===== src/rtl/core/iptp_pkg.sv =====
// Shared types and constants for the address text parser.
// Character classes, the queued request format and the end-of-text snapshot.
// No dependencies.
package iptp_pkg;

	// class of one text character as seen by the parser
	typedef enum logic [2:0] {
		KIND_DEC,
		KIND_HEX,
		KIND_DOT,
		KIND_COLON,
		KIND_LBR,
		KIND_RBR,
		KIND_OTHER
	} kind_t;

	// one classified character waiting in the queue
	typedef struct packed {
		kind_t      kind;
		logic [3:0] nib;
		logic       last;
	} token_t;

	// parse state reduced at the end of the text
	typedef struct packed {
		logic             dotted_only;
		logic             v4_ok;
		logic             v6_ok;
		logic             full_form;
		logic [2:0]       colons;
		logic [2:0]       dc_pos;
		logic [3:0][7:0]  quad;
		logic [7:0][15:0] group;
	} snap_t;

	localparam logic [63:0] V4_MAPPED_PREFIX = 64'h0000_FFFF_0000_0000;
	localparam logic [15:0] GROUP_MAX        = 16'hFFFF;
	localparam logic [7:0]  QUAD_MAX         = 8'd255;
	localparam logic [2:0]  DOTS_MAX         = 3'd4;
	localparam logic [3:0]  COLONS_MAX       = 4'd8;
	localparam logic [3:0]  COLONS_FULL      = 4'd7;
	localparam logic [2:0]  DOTS_V4          = 3'd3;

endpackage


===== src/rtl/core/iptp_front.sv =====
// Front end of the address text parser: classifies each incoming character.
// Uses iptp_pkg for the token format.
module iptp_front (
	input  logic              text_valid,
	output logic              text_ready,
	input  logic [7:0]        character,
	input  logic              last,
	output logic              push,
	output iptp_pkg::token_t  push_tok,
	input  logic              push_ready
);

	assign text_ready = push_ready;
	assign push       = text_valid && push_ready;

	always_comb begin
		push_tok.last = last;
		push_tok.nib  = character[3:0];
		if (character >= 8'h30 && character <= 8'h39) begin
			push_tok.kind = iptp_pkg::KIND_DEC;
		end else if ((character >= 8'h41 && character <= 8'h46) ||
				(character >= 8'h61 && character <= 8'h66)) begin
			// letters A-F and a-f: low nibble 1..6 maps to 10..15
			push_tok.kind = iptp_pkg::KIND_HEX;
			push_tok.nib  = character[3:0] + 4'd9;
		end else if (character == 8'h2E) begin
			push_tok.kind = iptp_pkg::KIND_DOT;
		end else if (character == 8'h3A) begin
			push_tok.kind = iptp_pkg::KIND_COLON;
		end else if (character == 8'h5B) begin
			push_tok.kind = iptp_pkg::KIND_LBR;
		end else if (character == 8'h5D) begin
			push_tok.kind = iptp_pkg::KIND_RBR;
		end else begin
			push_tok.kind = iptp_pkg::KIND_OTHER;
		end
	end

endmodule


===== src/rtl/core/iptp_queue.sv =====
// Short request queue between the classifier and the parse engine.
// Uses iptp_pkg for the token format.
module iptp_queue #(
	parameter int Depth = 2
) (
	input  logic              clk,
	input  logic              arst_n,
	input  logic              push,
	input  iptp_pkg::token_t  push_tok,
	output logic              push_ready,
	output logic              pop_valid,
	output iptp_pkg::token_t  pop_tok,
	input  logic              pop
);

	localparam int PtrW = $clog2(Depth);
	localparam int CntW = $clog2(Depth + 1);

	iptp_pkg::token_t mem_q [Depth];
	logic [PtrW-1:0]  wr_ptr_q;
	logic [PtrW-1:0]  rd_ptr_q;
	logic [CntW-1:0]  count_q;

	assign push_ready = (count_q != CntW'(Depth));
	assign pop_valid  = (count_q != '0);
	assign pop_tok    = mem_q[rd_ptr_q];

	always_ff @(posedge clk) begin
		if (push) begin
			mem_q[wr_ptr_q] <= push_tok;
		end
	end

	always_ff @(posedge clk or negedge arst_n) begin
		if (!arst_n) begin
			wr_ptr_q <= '0;
			rd_ptr_q <= '0;
			count_q  <= '0;
		end else begin
			if (push) begin
				wr_ptr_q <= (wr_ptr_q == PtrW'(Depth - 1)) ? '0 : wr_ptr_q + PtrW'(1);
			end
			if (pop) begin
				rd_ptr_q <= (rd_ptr_q == PtrW'(Depth - 1)) ? '0 : rd_ptr_q + PtrW'(1);
			end
			unique case ({push, pop})
				2'b10:   count_q <= count_q + CntW'(1);
				2'b01:   count_q <= count_q - CntW'(1);
				default: count_q <= count_q;
			endcase
		end
	end

	a_count_bound: assert property (@(posedge clk) disable iff (!arst_n)
		count_q <= CntW'(Depth))
		else $error("queue count beyond depth");

	a_count_track: assert property (@(posedge clk) disable iff (!arst_n)
		pop && !push |=> count_q == $past(count_q) - CntW'(1))
		else $error("queue count lost a request");

endmodule


===== src/rtl/core/iptp_back.sv =====
// Parse engine: runs the IPv4 and IPv6 parse state on each queued character
// and hands a reduced snapshot on at the end of the text. Uses iptp_pkg.
module iptp_back (
	input  logic              clk,
	input  logic              arst_n,
	input  logic              tok_valid,
	input  iptp_pkg::token_t  tok,
	output logic              tok_ready,
	output logic              snap_valid,
	output iptp_pkg::snap_t   snap,
	input  logic              snap_ready
);

	logic [7:0][15:0] grp_val_q, grp_val_d;
	logic [7:0]       grp_ovf_q, grp_ovf_d;
	logic [3:0]       colons_q, colons_d;
	logic             dc_seen_q, dc_seen_d;
	logic [2:0]       dc_pos_q, dc_pos_d;
	logic             prev_colon_q, prev_colon_d;
	logic             br_open_q, br_open_d;
	logic             br_closed_q, br_closed_d;
	logic             err_q, err_d;
	logic             dotted_q, dotted_d;
	logic [2:0]       dots_q, dots_d;
	logic [3:0][7:0]  quad_q, quad_d;
	logic [3:0]       quad_ovf_q, quad_ovf_d;
	logic [3:0]       quad_dig_q, quad_dig_d;
	logic             first_q;
	logic             pop;
	logic             is_digit;
	logic [11:0]      quad_sum;
	logic [15:0]      grp_cur;
	logic [7:0]       quad_cur;

	assign tok_ready  = !tok.last || snap_ready;
	assign pop        = tok_valid && tok_ready;
	assign snap_valid = tok_valid && tok.last;
	assign is_digit   = (tok.kind == iptp_pkg::KIND_DEC) || (tok.kind == iptp_pkg::KIND_HEX);
	assign quad_cur   = quad_q[dots_q[1:0]];
	assign grp_cur    = grp_val_q[colons_q[2:0]];
	// value * 10 + digit
	assign quad_sum   = {1'b0, quad_cur, 3'b000} + {3'b000, quad_cur, 1'b0} + {8'h00, tok.nib};

	always_comb begin
		grp_val_d    = grp_val_q;
		grp_ovf_d    = grp_ovf_q;
		colons_d     = colons_q;
		dc_seen_d    = dc_seen_q;
		dc_pos_d     = dc_pos_q;
		br_open_d    = br_open_q;
		br_closed_d  = br_closed_q;
		err_d        = err_q;
		dotted_d     = dotted_q;
		dots_d       = dots_q;
		quad_d       = quad_q;
		quad_ovf_d   = quad_ovf_q;
		quad_dig_d   = quad_dig_q;
		prev_colon_d = (tok.kind == iptp_pkg::KIND_COLON);

		// dotted-quad view
		if (tok.kind == iptp_pkg::KIND_DEC) begin
			if (dots_q < iptp_pkg::DOTS_MAX) begin
				if (quad_sum > {4'h0, iptp_pkg::QUAD_MAX}) begin
					quad_ovf_d[dots_q[1:0]] = 1'b1;
					quad_d[dots_q[1:0]]     = iptp_pkg::QUAD_MAX;
				end else begin
					quad_d[dots_q[1:0]]     = quad_sum[7:0];
				end
				quad_dig_d[dots_q[1:0]] = 1'b1;
			end
		end else if (tok.kind == iptp_pkg::KIND_DOT) begin
			if (dots_q < iptp_pkg::DOTS_MAX) begin
				dots_d = dots_q + 3'd1;
			end
		end else begin
			dotted_d = 1'b0;
		end

		// colon-hex view
		if (br_closed_q) begin
			err_d = 1'b1;
		end else if (tok.kind == iptp_pkg::KIND_LBR) begin
			if (first_q) br_open_d = 1'b1;
			else         err_d     = 1'b1;
		end else if (tok.kind == iptp_pkg::KIND_RBR) begin
			if (br_open_q) br_closed_d = 1'b1;
			else           err_d       = 1'b1;
		end else if (tok.kind == iptp_pkg::KIND_COLON) begin
			if (prev_colon_q) begin
				if (dc_seen_q) begin
					err_d = 1'b1;
				end else begin
					dc_seen_d = 1'b1;
					dc_pos_d  = colons_q[2:0] - 3'd1;
				end
			end
			if (colons_q < iptp_pkg::COLONS_MAX) begin
				colons_d = colons_q + 4'd1;
			end
		end else if (is_digit) begin
			if (colons_q < iptp_pkg::COLONS_MAX) begin
				if (grp_cur[15:12] != 4'h0) begin
					grp_ovf_d[colons_q[2:0]] = 1'b1;
					grp_val_d[colons_q[2:0]] = iptp_pkg::GROUP_MAX;
				end else begin
					grp_val_d[colons_q[2:0]] = {grp_cur[11:0], tok.nib};
				end
			end
		end else begin
			err_d = 1'b1;
		end
	end

	always_comb begin
		snap.dotted_only = dotted_d;
		snap.v4_ok       = (dots_d == iptp_pkg::DOTS_V4) && (quad_ovf_d == 4'h0) &&
			(quad_dig_d == 4'hF);
		snap.v6_ok       = !err_d && (colons_d < iptp_pkg::COLONS_MAX) &&
			(br_open_d == br_closed_d) &&
			((colons_d == iptp_pkg::COLONS_FULL) || dc_seen_d) && (grp_ovf_d == 8'h00);
		snap.full_form   = (colons_d == iptp_pkg::COLONS_FULL);
		snap.colons      = colons_d[2:0];
		snap.dc_pos      = dc_pos_d;
		snap.quad        = quad_d;
		snap.group       = grp_val_d;
	end

	always_ff @(posedge clk or negedge arst_n) begin
		if (!arst_n) begin
			grp_val_q    <= '0;
			grp_ovf_q    <= '0;
			colons_q     <= '0;
			dc_seen_q    <= 1'b0;
			dc_pos_q     <= '0;
			prev_colon_q <= 1'b0;
			br_open_q    <= 1'b0;
			br_closed_q  <= 1'b0;
			err_q        <= 1'b0;
			dotted_q     <= 1'b1;
			dots_q       <= '0;
			quad_q       <= '0;
			quad_ovf_q   <= '0;
			quad_dig_q   <= '0;
			first_q      <= 1'b1;
		end else if (pop) begin
			if (tok.last) begin
				// end of text: start the next string from scratch
				grp_val_q    <= '0;
				grp_ovf_q    <= '0;
				colons_q     <= '0;
				dc_seen_q    <= 1'b0;
				dc_pos_q     <= '0;
				prev_colon_q <= 1'b0;
				br_open_q    <= 1'b0;
				br_closed_q  <= 1'b0;
				err_q        <= 1'b0;
				dotted_q     <= 1'b1;
				dots_q       <= '0;
				quad_q       <= '0;
				quad_ovf_q   <= '0;
				quad_dig_q   <= '0;
				first_q      <= 1'b1;
			end else begin
				grp_val_q    <= grp_val_d;
				grp_ovf_q    <= grp_ovf_d;
				colons_q     <= colons_d;
				dc_seen_q    <= dc_seen_d;
				dc_pos_q     <= dc_pos_d;
				prev_colon_q <= prev_colon_d;
				br_open_q    <= br_open_d;
				br_closed_q  <= br_closed_d;
				err_q        <= err_d;
				dotted_q     <= dotted_d;
				dots_q       <= dots_d;
				quad_q       <= quad_d;
				quad_ovf_q   <= quad_ovf_d;
				quad_dig_q   <= quad_dig_d;
				first_q      <= 1'b0;
			end
		end
	end

	a_restart: assert property (@(posedge clk) disable iff (!arst_n)
		pop && tok.last |=> first_q && dotted_q && (colons_q == 4'd0) && (dots_q == 3'd0))
		else $error("parse state not cleared after end of text");

endmodule


===== src/rtl/core/iptp_finish.sv =====
// Result stage: expands '::' into zero groups, forms the 128-bit address and
// holds the result until taken. Uses iptp_pkg.
module iptp_finish (
	input  logic             clk,
	input  logic             arst_n,
	input  logic             snap_valid,
	input  iptp_pkg::snap_t  snap,
	output logic             snap_ready,
	output logic             result_valid,
	input  logic             result_ready,
	output logic             addr_valid,
	output logic             mapped_v4,
	output logic [63:0]      addr_high,
	output logic [63:0]      addr_low
);

	logic             fin_valid_s2;
	iptp_pkg::snap_t  snap_s2;
	logic             out_valid_q;
	logic             res_valid_q;
	logic             res_v4_q;
	logic [63:0]      res_high_q;
	logic [63:0]      res_low_q;
	logic             out_free;
	logic             fin_move;
	logic [7:0][15:0] grp;
	logic             ok;
	logic             v4;
	logic [63:0]      high;
	logic [63:0]      low;

	assign out_free   = !out_valid_q || result_ready;
	assign fin_move   = fin_valid_s2 && out_free;
	assign snap_ready = !fin_valid_s2 || out_free;

	// place groups after the '::' gap at the tail of the address
	always_comb begin
		logic [4:0] gap_end;
		logic [2:0] src;
		gap_end = {2'b00, snap_s2.dc_pos} + 5'd8 - {2'b00, snap_s2.colons};
		for (int i = 0; i < 8; i++) begin
			src = 3'(i) + snap_s2.colons + 3'd1;
			if (snap_s2.full_form || (5'(i) <= {2'b00, snap_s2.dc_pos})) begin
				grp[i] = snap_s2.group[i];
			end else if (5'(i) <= gap_end) begin
				grp[i] = '0;
			end else begin
				grp[i] = snap_s2.group[src];
			end
		end
	end

	always_comb begin
		high = '0;
		low  = '0;
		v4   = 1'b0;
		if (snap_s2.dotted_only) begin
			ok = snap_s2.v4_ok;
			v4 = snap_s2.v4_ok;
			if (snap_s2.v4_ok) begin
				low = iptp_pkg::V4_MAPPED_PREFIX |
					{32'h0, snap_s2.quad[0], snap_s2.quad[1], snap_s2.quad[2], snap_s2.quad[3]};
			end
		end else begin
			ok = snap_s2.v6_ok;
			if (snap_s2.v6_ok) begin
				high = {grp[0], grp[1], grp[2], grp[3]};
				low  = {grp[4], grp[5], grp[6], grp[7]};
			end
		end
	end

	always_ff @(posedge clk) begin
		if (snap_valid && snap_ready) begin
			snap_s2 <= snap;
		end
		if (fin_move) begin
			res_valid_q <= ok;
			res_v4_q    <= v4;
			res_high_q  <= high;
			res_low_q   <= low;
		end
	end

	always_ff @(posedge clk or negedge arst_n) begin
		if (!arst_n) begin
			fin_valid_s2 <= 1'b0;
			out_valid_q  <= 1'b0;
		end else begin
			if (snap_ready) begin
				fin_valid_s2 <= snap_valid;
			end
			if (out_free) begin
				out_valid_q <= fin_move;
			end
		end
	end

	assign result_valid = out_valid_q;
	assign addr_valid   = res_valid_q;
	assign mapped_v4    = res_v4_q;
	assign addr_high    = res_high_q;
	assign addr_low     = res_low_q;

	a_invalid_zero: assert property (@(posedge clk) disable iff (!arst_n)
		result_valid && !addr_valid |-> !mapped_v4 && (addr_high == '0) && (addr_low == '0))
		else $error("invalid result carries an address");

	a_snap_held: assert property (@(posedge clk) disable iff (!arst_n)
		fin_valid_s2 && !out_free |=> fin_valid_s2 && $stable(snap_s2))
		else $error("pending snapshot lost while output stalled");

endmodule


===== src/rtl/core/ip_address_text_parser_unit.sv =====
// IP address text parser: address text in, 128-bit binary address out.
// Ties together classifier, request queue, parse engine and result stage.
// Depends on iptp_pkg, iptp_front, iptp_queue, iptp_back, iptp_finish.
//
// Usage:
//  - The text channel (text_valid/text_ready, character, last) takes one
//    character per request; last marks the final character of a string.
//  - The result channel (result_valid/result_ready) gives one result per
//    string: addr_valid, mapped_v4 and the address in addr_high/addr_low.
//    Dotted-quad text comes back as ::ffff:a.b.c.d with mapped_v4 set;
//    invalid text gives zero address and addr_valid low.
//  - One character is taken every cycle while the queue has room; the parse
//    engine updates its state once per character.
//  - Result path: the last character passes the queue entry, the snapshot
//    register and the result register before result_valid rises.
//  - A stalled receiver holds the result register; the snapshot stage and
//    the queue keep taking requests until they fill, then text_ready drops.
//  - Reset clears the queue, the parse state and the valid flags of both
//    result stages; no clearing pass is needed.
module ip_address_text_parser_unit #(
	parameter int QueueDepth = 2
) (
	input  logic        clk,
	input  logic        arst_n,
	input  logic        text_valid,
	output logic        text_ready,
	input  logic [7:0]  character,
	input  logic        last,
	output logic        result_valid,
	input  logic        result_ready,
	output logic        addr_valid,
	output logic        mapped_v4,
	output logic [63:0] addr_high,
	output logic [63:0] addr_low
);

	logic              push;
	logic              push_ready;
	iptp_pkg::token_t  push_tok;
	logic              pop_valid;
	logic              pop;
	logic              tok_ready;
	iptp_pkg::token_t  pop_tok;
	logic              snap_valid;
	logic              snap_ready;
	iptp_pkg::snap_t   snap;

	// advance the queue only when it holds a request
	assign pop = pop_valid && tok_ready;

	iptp_front u_front (
		.text_valid (text_valid),
		.text_ready (text_ready),
		.character  (character),
		.last       (last),
		.push       (push),
		.push_tok   (push_tok),
		.push_ready (push_ready)
	);

	iptp_queue #(
		.Depth (QueueDepth)
	) u_queue (
		.clk        (clk),
		.arst_n     (arst_n),
		.push       (push),
		.push_tok   (push_tok),
		.push_ready (push_ready),
		.pop_valid  (pop_valid),
		.pop_tok    (pop_tok),
		.pop        (pop)
	);

	iptp_back u_back (
		.clk        (clk),
		.arst_n     (arst_n),
		.tok_valid  (pop_valid),
		.tok        (pop_tok),
		.tok_ready  (tok_ready),
		.snap_valid (snap_valid),
		.snap       (snap),
		.snap_ready (snap_ready)
	);

	iptp_finish u_finish (
		.clk          (clk),
		.arst_n       (arst_n),
		.snap_valid   (snap_valid),
		.snap         (snap),
		.snap_ready   (snap_ready),
		.result_valid (result_valid),
		.result_ready (result_ready),
		.addr_valid   (addr_valid),
		.mapped_v4    (mapped_v4),
		.addr_high    (addr_high),
		.addr_low     (addr_low)
	);

endmodule

===== config.mk =====
export PLATFORM = sky130hd
export DESIGN_NAME = ip_address_text_parser_unit
export DESIGN_NICKNAME = d
export VERILOG_FILES = /design/src/rtl/core/iptp_pkg.sv /design/src/rtl/core/iptp_front.sv /design/src/rtl/core/iptp_queue.sv /design/src/rtl/core/iptp_back.sv /design/src/rtl/core/iptp_finish.sv /design/src/rtl/core/ip_address_text_parser_unit.sv
export SDC_FILE = /design/constraint.sdc
export NUM_CORES = 1
export LEC_CHECK = 0
export BUFFER_PORTS_ARGS = -buffer_cell sky130_fd_sc_hd__buf_2
export CORE_MARGIN = 2
export CORE_UTILIZATION = 45
export DETAILED_ROUTE_END_ITERATION = 16
export GPL_ROUTABILITY_DRIVEN = 0
export GPL_TIMING_DRIVEN = 0
export HOLD_SLACK_MARGIN = 0.08
export PLACE_DENSITY = 0.59
export SETUP_SLACK_MARGIN = 0.15
export SYNTH_ARGS = -nofsm -noshare
export SYNTH_HDL_FRONTEND = slang
export SYNTH_SLANG_ARGS = --single-unit

===== constraint.sdc =====
create_clock -name clk -period 8.77 [get_ports clk]
set_clock_uncertainty 0.15 [all_clocks]
set_input_delay 0.877 -clock clk [delete_from_list [all_inputs] [get_ports clk]]
set_output_delay 0.877 -clock clk [all_outputs]
set_load 0.05 [all_outputs]

==> metrics, run 1 <==
CTS max path bufs=3; register-to-register path setup slack=3.50 ns; ranking of synthesized cells by area=edfxtp_1, dfrtp_1, mux4_2; area leader, netlist=edfxtp_1; TritonCTS clock tree=yes; clock buffer count from CTS=53; post-route ant nets=0; drt pass-1 iters=6; Worst Tran Pin Value=1.15 ns; NetSw=0.00574 W; clk_lat worst skew=0.62 ns; FFs w/ async S/R, synth=38.6%; final hold slack=0.109 ns; Ports=145; Final period util=60.0%; Reg clk slew, reported paths=0.06 ns; Final Hold Vio Count=0; Final Critical Period=5.27 ns; switching portion of total power=44.6%; initial antenna violation count=2; vias in the first global route=21,400; GRT Residual Overflow=0; Ys Warns=0; CP Launch Type=flip-flop; WS Path Type=reg2reg; count leader, synth=o21ai_0; Synth Instances=2,438; Final setup viols=0; routed len/inst=26.7 um; Die H=252 um; clock sink count=515; share of the synthesized area in the top cell type=34.2%; Fmax=0.190 GHz; Primary FF master, synth=edfxtp_1; unique cell type count in the Yosys netlist=75; Post-CTS Hold Fix Bufs=0; post-DP HPWL=73.1 mm; Worst Path Max Fanout=10; core area=0.0614 mm^2; Final Net Count=2,687; Post-synth EDFFs=316; starting density of the core=45.2%; share of cells above drive strength 1=18.0%; DRC Markers=0; WL final=92.8 mm; Critical Path RT=8.92 ns; Pint=0.00713 W; headroom to the max-slew limit=21.4%; final setup TNS=0 ns; Power per Cell Area=410 mW/mm^2; status=finished clean; Post-synth top cells=o21ai_0, nand2_1, edfxtp_1; postcts setup bufs=0; Tightest Hold Check Type=in2async; routed vias=22,100; Leak=12.0 nW; Final Util=51.1%; Syn Std Cell Area=0.0277 mm^2; WP data arrival=5.42 ns; I/O Buffers=143; Area Growth Syn to Fin=13.1%; total die area=0.0637 mm^2; post-cts resize count=0; Mapped Nets=2,485; peak supply drop=0.000177 V; Root Buffer=clkbuf_16; first-pass GRT wire length=137 mm; Seq pwr share=32.0%; flops & latches, synth=515; CP endpoint kind=flip-flop; Vias/cell=6.35; DR iter-0 viols=2,715; chip width=252 um; RSZ-0062 raised after global routing=no; GRT Overall Usage=28.9%; Syn Area/Cell=11.4 um^2; largest net degree at the start of global routing=112; Clk pwr share=18.3%; sequential fraction of the synthesis area=52.2%; Max Cap Viol=0; # rows=91; CTS H-tree lvls=2; max-slew violations=0; power share of the combinational group=49.7%
-- power by group through the flow --
stage	logic (W)	registers, W	clock network, W
6_report	0.00640	0.00412	0.00236
5_1_grt	0.00675	0.00416	0.00248
4_1_cts	0.00633	0.00407	0.00239
3_5_place_dp	0.00632	0.00411	0
3_3_place_gp	0.00615	0.00423	0
2_1_floorplan	0.00379	0.00479	0
-- cells in the final DEF, fill, tap and decap left out, types with 56 or more instances in the layout --
cell type,instances
mux4_2,146
dfrtp_1,197
nand3_1,161
nand2_1,334
a21oi_1,56
nor2_1,123
buf_2,186
mux2i_1,93
o21ai_0,336
edfxtp_1,316
clkbuf_1,139
-- layer usage --
layer | global-route usage [%] | part of all wire, %
met4 | 13.2 | 5.1
met5 | 0 | 0
met3 | 4.97 | 9.6
met1 | 39.9 | 40
met2 | 44.7 | 45
-- path summary, 6_finish.rpt --
| check | to | startpoint | cells after the start |
|---|---|---|---|
| max | u_finish.addr_low[24] | u_finish.snap_s2[164] | 9 |
| min | u_queue.wr_ptr_q | arst_n | 1 |
| max reg2reg | u_finish.addr_low[24] | u_finish.snap_s2[164] | 9 |
| min reg2reg | u_back.quad_ovf_q[2] | u_back.quad_ovf_q[2] | 2 |
| max in group asynchronous | u_back.grp_val_q[74] | arst_n | 2 |
| min in group clk | u_queue.mem_q[0][0] | last | 1 |
-- registers in the layout, indices dropped and copies added (netlist names), 2 cells and up --
register and count:
u_finish.snap_s2 154, u_back.grp_val_q 128, u_finish.addr_high 64, u_finish.addr_low 64, u_back.quad_q 32, u_finish.grp 16
u_queue.mem_q 16, u_back.grp_ovf_q 8, u_back.colons_q 4, u_back.quad_dig_q 4, u_back.quad_ovf_q 4, u_back.dc_pos_q 3
u_back.dots_q 3, u_queue.count_q 2
-- cell type report --
class	instances	area [um^2]
clock inverter	36	410
clock buffer	63	1410
antenna	1	2.50
tap	790	988
inverter	29	109
multi-input combinational	1682	12300
sequential	515	14500
timing repair buffer	147	828
fill	5381	30000
buffer	212	903
-- per-stage QoR --
step           setup WS, ns  instances  area (um^2)  total power [W]
2_1_floorplan          1.78       2438        27700          0.00858
3_3_place_gp         -0.278       3371        29500           0.0104
3_5_place_dp           3.58       3375        29600           0.0104
4_1_cts                3.60       3474        31400           0.0128
5_1_grt                3.38       3474        31400           0.0134
6_report               3.50       3475        31400           0.0129
-- critical path, cell delays in order (launching register included) --
cell,delay [ns]
edfxtp_1,0.48
buf_1,0.55
buf_1,0.57
inv_1,0.30
ha_1,0.41
clkbuf_1,0.72
mux4_2,0.61
mux2i_1,0.14
a2bb2oi_1,0.69
o21ai_0,0.29
-- cells by family (layout without fill, tap and decap cells) --
| kind of cell | count (synthesis) | in the layout | share of synthesized area [%] |
|---|---|---|---|
| compound gates | 650 | 650 | 14.6 |
| xor+xnor | 24 | 24 | 0.812 |
| fa+ha+maj | 34 | 34 | 1.61 |
| buf+inv | 241 | 487 | 3.63 |
| flops | 515 | 515 | 52.2 |
| mux | 247 | 247 | 15.5 |
| other cells | 0 | 1 | 0 |
| simple gates | 727 | 727 | 11.7 |
(Power assumes the default switching activity.)
==> run 2: changes to the inputs <==
- clock period: 8.77 -> 5.18 ns (I/O delays scaled with it)
==> run 2 against run 1 <==
Effect of this change: combinational power is 69% higher; non-clock buffer count rose by 2; clock power increased by 74%; clock-buffer cell count increased by 1; maximum frequency up 5.3%; power up 70%; setup slack got worse by 3.3 ns; flip-flop and latch count stayed put; first-iteration DRC count is 9.0% higher; critical path depth grew 1.
==> metrics, run 2 (synthesized netlist as in run 1, its figures left out) <==
TritonCTS clock tree=yes; headroom to the max-slew limit=16.4% (-5.0 points); vias in the first global route=21,400 (unchanged); Tightest Hold Check Type=in2reg; clock sink count=515 (unchanged); GRT Residual Overflow=0 (unchanged); Ports=145 (unchanged); R2R Path Start=u_finish.snap_s2[164]; GRT Overall Usage=29.0% (+0.11 points); final hold slack=0.107 ns (-0.00202 ns); post-route ant nets=0 (unchanged); Final Util=51.3% (+0.14 points); Largest regs=u_finish.snap_s2 (154), u_back.grp_val_q (128); postcts setup bufs=0 (unchanged); Root Buffer=clkbuf_16; Final Hold Vio Count=0 (unchanged); WS Path Type=reg2reg; starting density of the core=45.2% (unchanged); clock buffer count from CTS=51 (-3.8%); WL met1=37.2 mm (-0.19%); DR iter-0 viols=2,960 (+9.0%); CTS max path bufs=3 (unchanged); CP max stage delay=0.76 ns (+0.04 ns); Final Net Count=2,687 (unchanged); Vias/cell=6.31 (-0.57%); initial antenna violation count=3 (+1); routed len/inst=26.7 um (about the same); clk_lat worst skew=0.62 ns (about the same); Critical Path RT=5.33 ns (-3.59 ns); Reg clk slew, reported paths=0.06 ns (about the same); WP data arrival=5.15 ns (-0.27 ns); routed vias=21,900 (-0.63%); Hold Path Depth=3; CTS H-tree lvls=2 (unchanged); status=finished clean; post-DP HPWL=72.9 mm (-0.20%); Power per Cell Area=696 mW/mm^2 (+70%); Leak=12.0 nW (+0.42%); largest net degree at the start of global routing=118 (+5.4%); Final setup viols=0 (unchanged); CP endpoint kind=flip-flop; diode count=0 (-1); chip width=252 um (unchanged); core area=0.0614 mm^2 (unchanged); Worst Hold End=u_queue.wr_ptr_q; I/O Buffers=143 (unchanged); Final Critical Period=5.00 ns (-0.263 ns); Worst Tran Pin Value=1.22 ns (+0.0726 ns); worst reg2reg path depth=10 (+1); most frequent cells in the layout=o21ai_0, nand2_1, edfxtp_1; most flop-heavy register=u_finish.snap_s2; max FFs per register=154 (unchanged); DRC Markers=0 (unchanged); Area Growth Syn to Fin=13.4%; most common cell after layout, fill and taps aside=o21ai_0; register-to-register path setup slack=0.18 ns (-3.33 ns); critical path, cell by cell=buf_2 > buf_1 > inv_1 > ha_1 > buf_2 > buf_1 > mux4_2 > mux2i_1 > a2bb2oi_1 > o21ai_0; first-pass GRT wire length=137 mm (+0.20%); CP Launch Type=flip-flop; post-route insts no fill=3,473 (-0.058%); Worst Path Max Fanout=10 (unchanged); # rows=91 (unchanged); Max Cap Viol=0 (unchanged); RSZ-0062 raised after global routing=no; total die area=0.0637 mm^2 (unchanged); highest metal used=met4; drt pass-1 iters=7 (+1); met2 WL=41.3 mm (-1.4%); peak supply drop=0.000316 V (+78%); routed wire length on met3=9.29 mm (+4.6%); placed cell count=3,374 (-0.030%); Die H=252 um (unchanged); Final period util=96.6% (+37 points); Critical Path Slowest Stage Cell=a2bb2oi_1; share of cells above drive strength 1=18.2% (+0.12 points); reg-to-reg endpoint=u_finish.addr_low[26]; max-slew violations=0 (unchanged); WL final=92.6 mm (-0.13%); Fmax=0.200 GHz (+5.3%); worst hold path startpoint=text_valid
==> run 2: changes by cell type in the layout (fill, tap and decap cells not counted), moves of 2 or more <==
| cell | delta |
|---|---|
| buf_1 | -2 |
| bufinv_16 | +3 |
| clkbuf_1 | -3 |
| clkbuf_16 | -3 |
| clkbuf_8 | +7 |
| clkinv_1 | -2 |
| clkinvlp_4 | -2 |
| dlygate4sd3_1 | +3 |
==> run 2: how the worst max path moves through the flow <==
stage,start,to
2_1_floorplan,u_finish.result_valid,u_finish.addr_high[0]
3_3_place_gp,result_ready,u_finish.addr_high[56]
3_5_place_dp,u_finish.snap_s2[164],u_finish.addr_low[26]
4_1_cts,u_finish.snap_s2[164],u_finish.addr_low[26]
5_1_grt,u_back.dots_q[0],u_finish.snap_s2[132]
6_report,u_finish.snap_s2[164],u_finish.addr_low[26]
==> run 2: layer usage <==
layer	up-vias	track usage, %
met5	-	0
met4	0	13.2
met3	233	4.83
met2	1354	44.9
met1	10700	40.2
li1	9593	-
==> run 2: worst max-delay path, delay by kind of cell, from the launching register on <==
| family | cells | cell delay, ns |
|---|---|---|
| DFF | 1 | 0.51 |
| adders and majority gates | 1 | 0.41 |
| muxes | 2 | 0.58 |
| buffers and inverters | 5 | 2.00 |
| AOI/OAI and AO/OA | 2 | 1.01 |
==> run 2: metrics by stage <==
| stage | setup WS, ns | setup TNS [ns] | area [um^2] | power, W |
|---|---|---|---|---|
| CTS | 0.259 | 0 | 31500 | 0.0217 |
| finish | 0.177 | 0 | 31500 | 0.0219 |
| global placement | -0.195 | -21.71 | 29500 | 0.0175 |
| global route | 0.223 | 0 | 31500 | 0.0228 |
| floorplan | 0.794 | 0 | 27700 | 0.0144 |
| detailed placement | -0.0691 | -0.109 | 29600 | 0.0176 |
==> run 2: layout make-up <==
type,instances,area [um^2]
inverter,29,109
timing repair buffer,149,838
buffer,212,916
sequential,515,14500
clock inverter,32,464
multi-input combinational,1682,12300
clock buffer,64,1410
fill,5332,29900
tap,790,988
==> run 2: what timing repair did <==
item / 4_1_cts / 5_1_grt
endpoints found under the setup margin: 32 / 18
resized for setup: 3 / 2
endpoints found under the hold margin: 91 / 0
hold buffers: 3 / 0
==> run 2: power breakdown <==
part,switching [W],internal [W],total (W)
clock network,0.00162,0.00248,0.00410
logic,0.00702,0.00382,0.0108
registers,0.00106,0.00590,0.00696
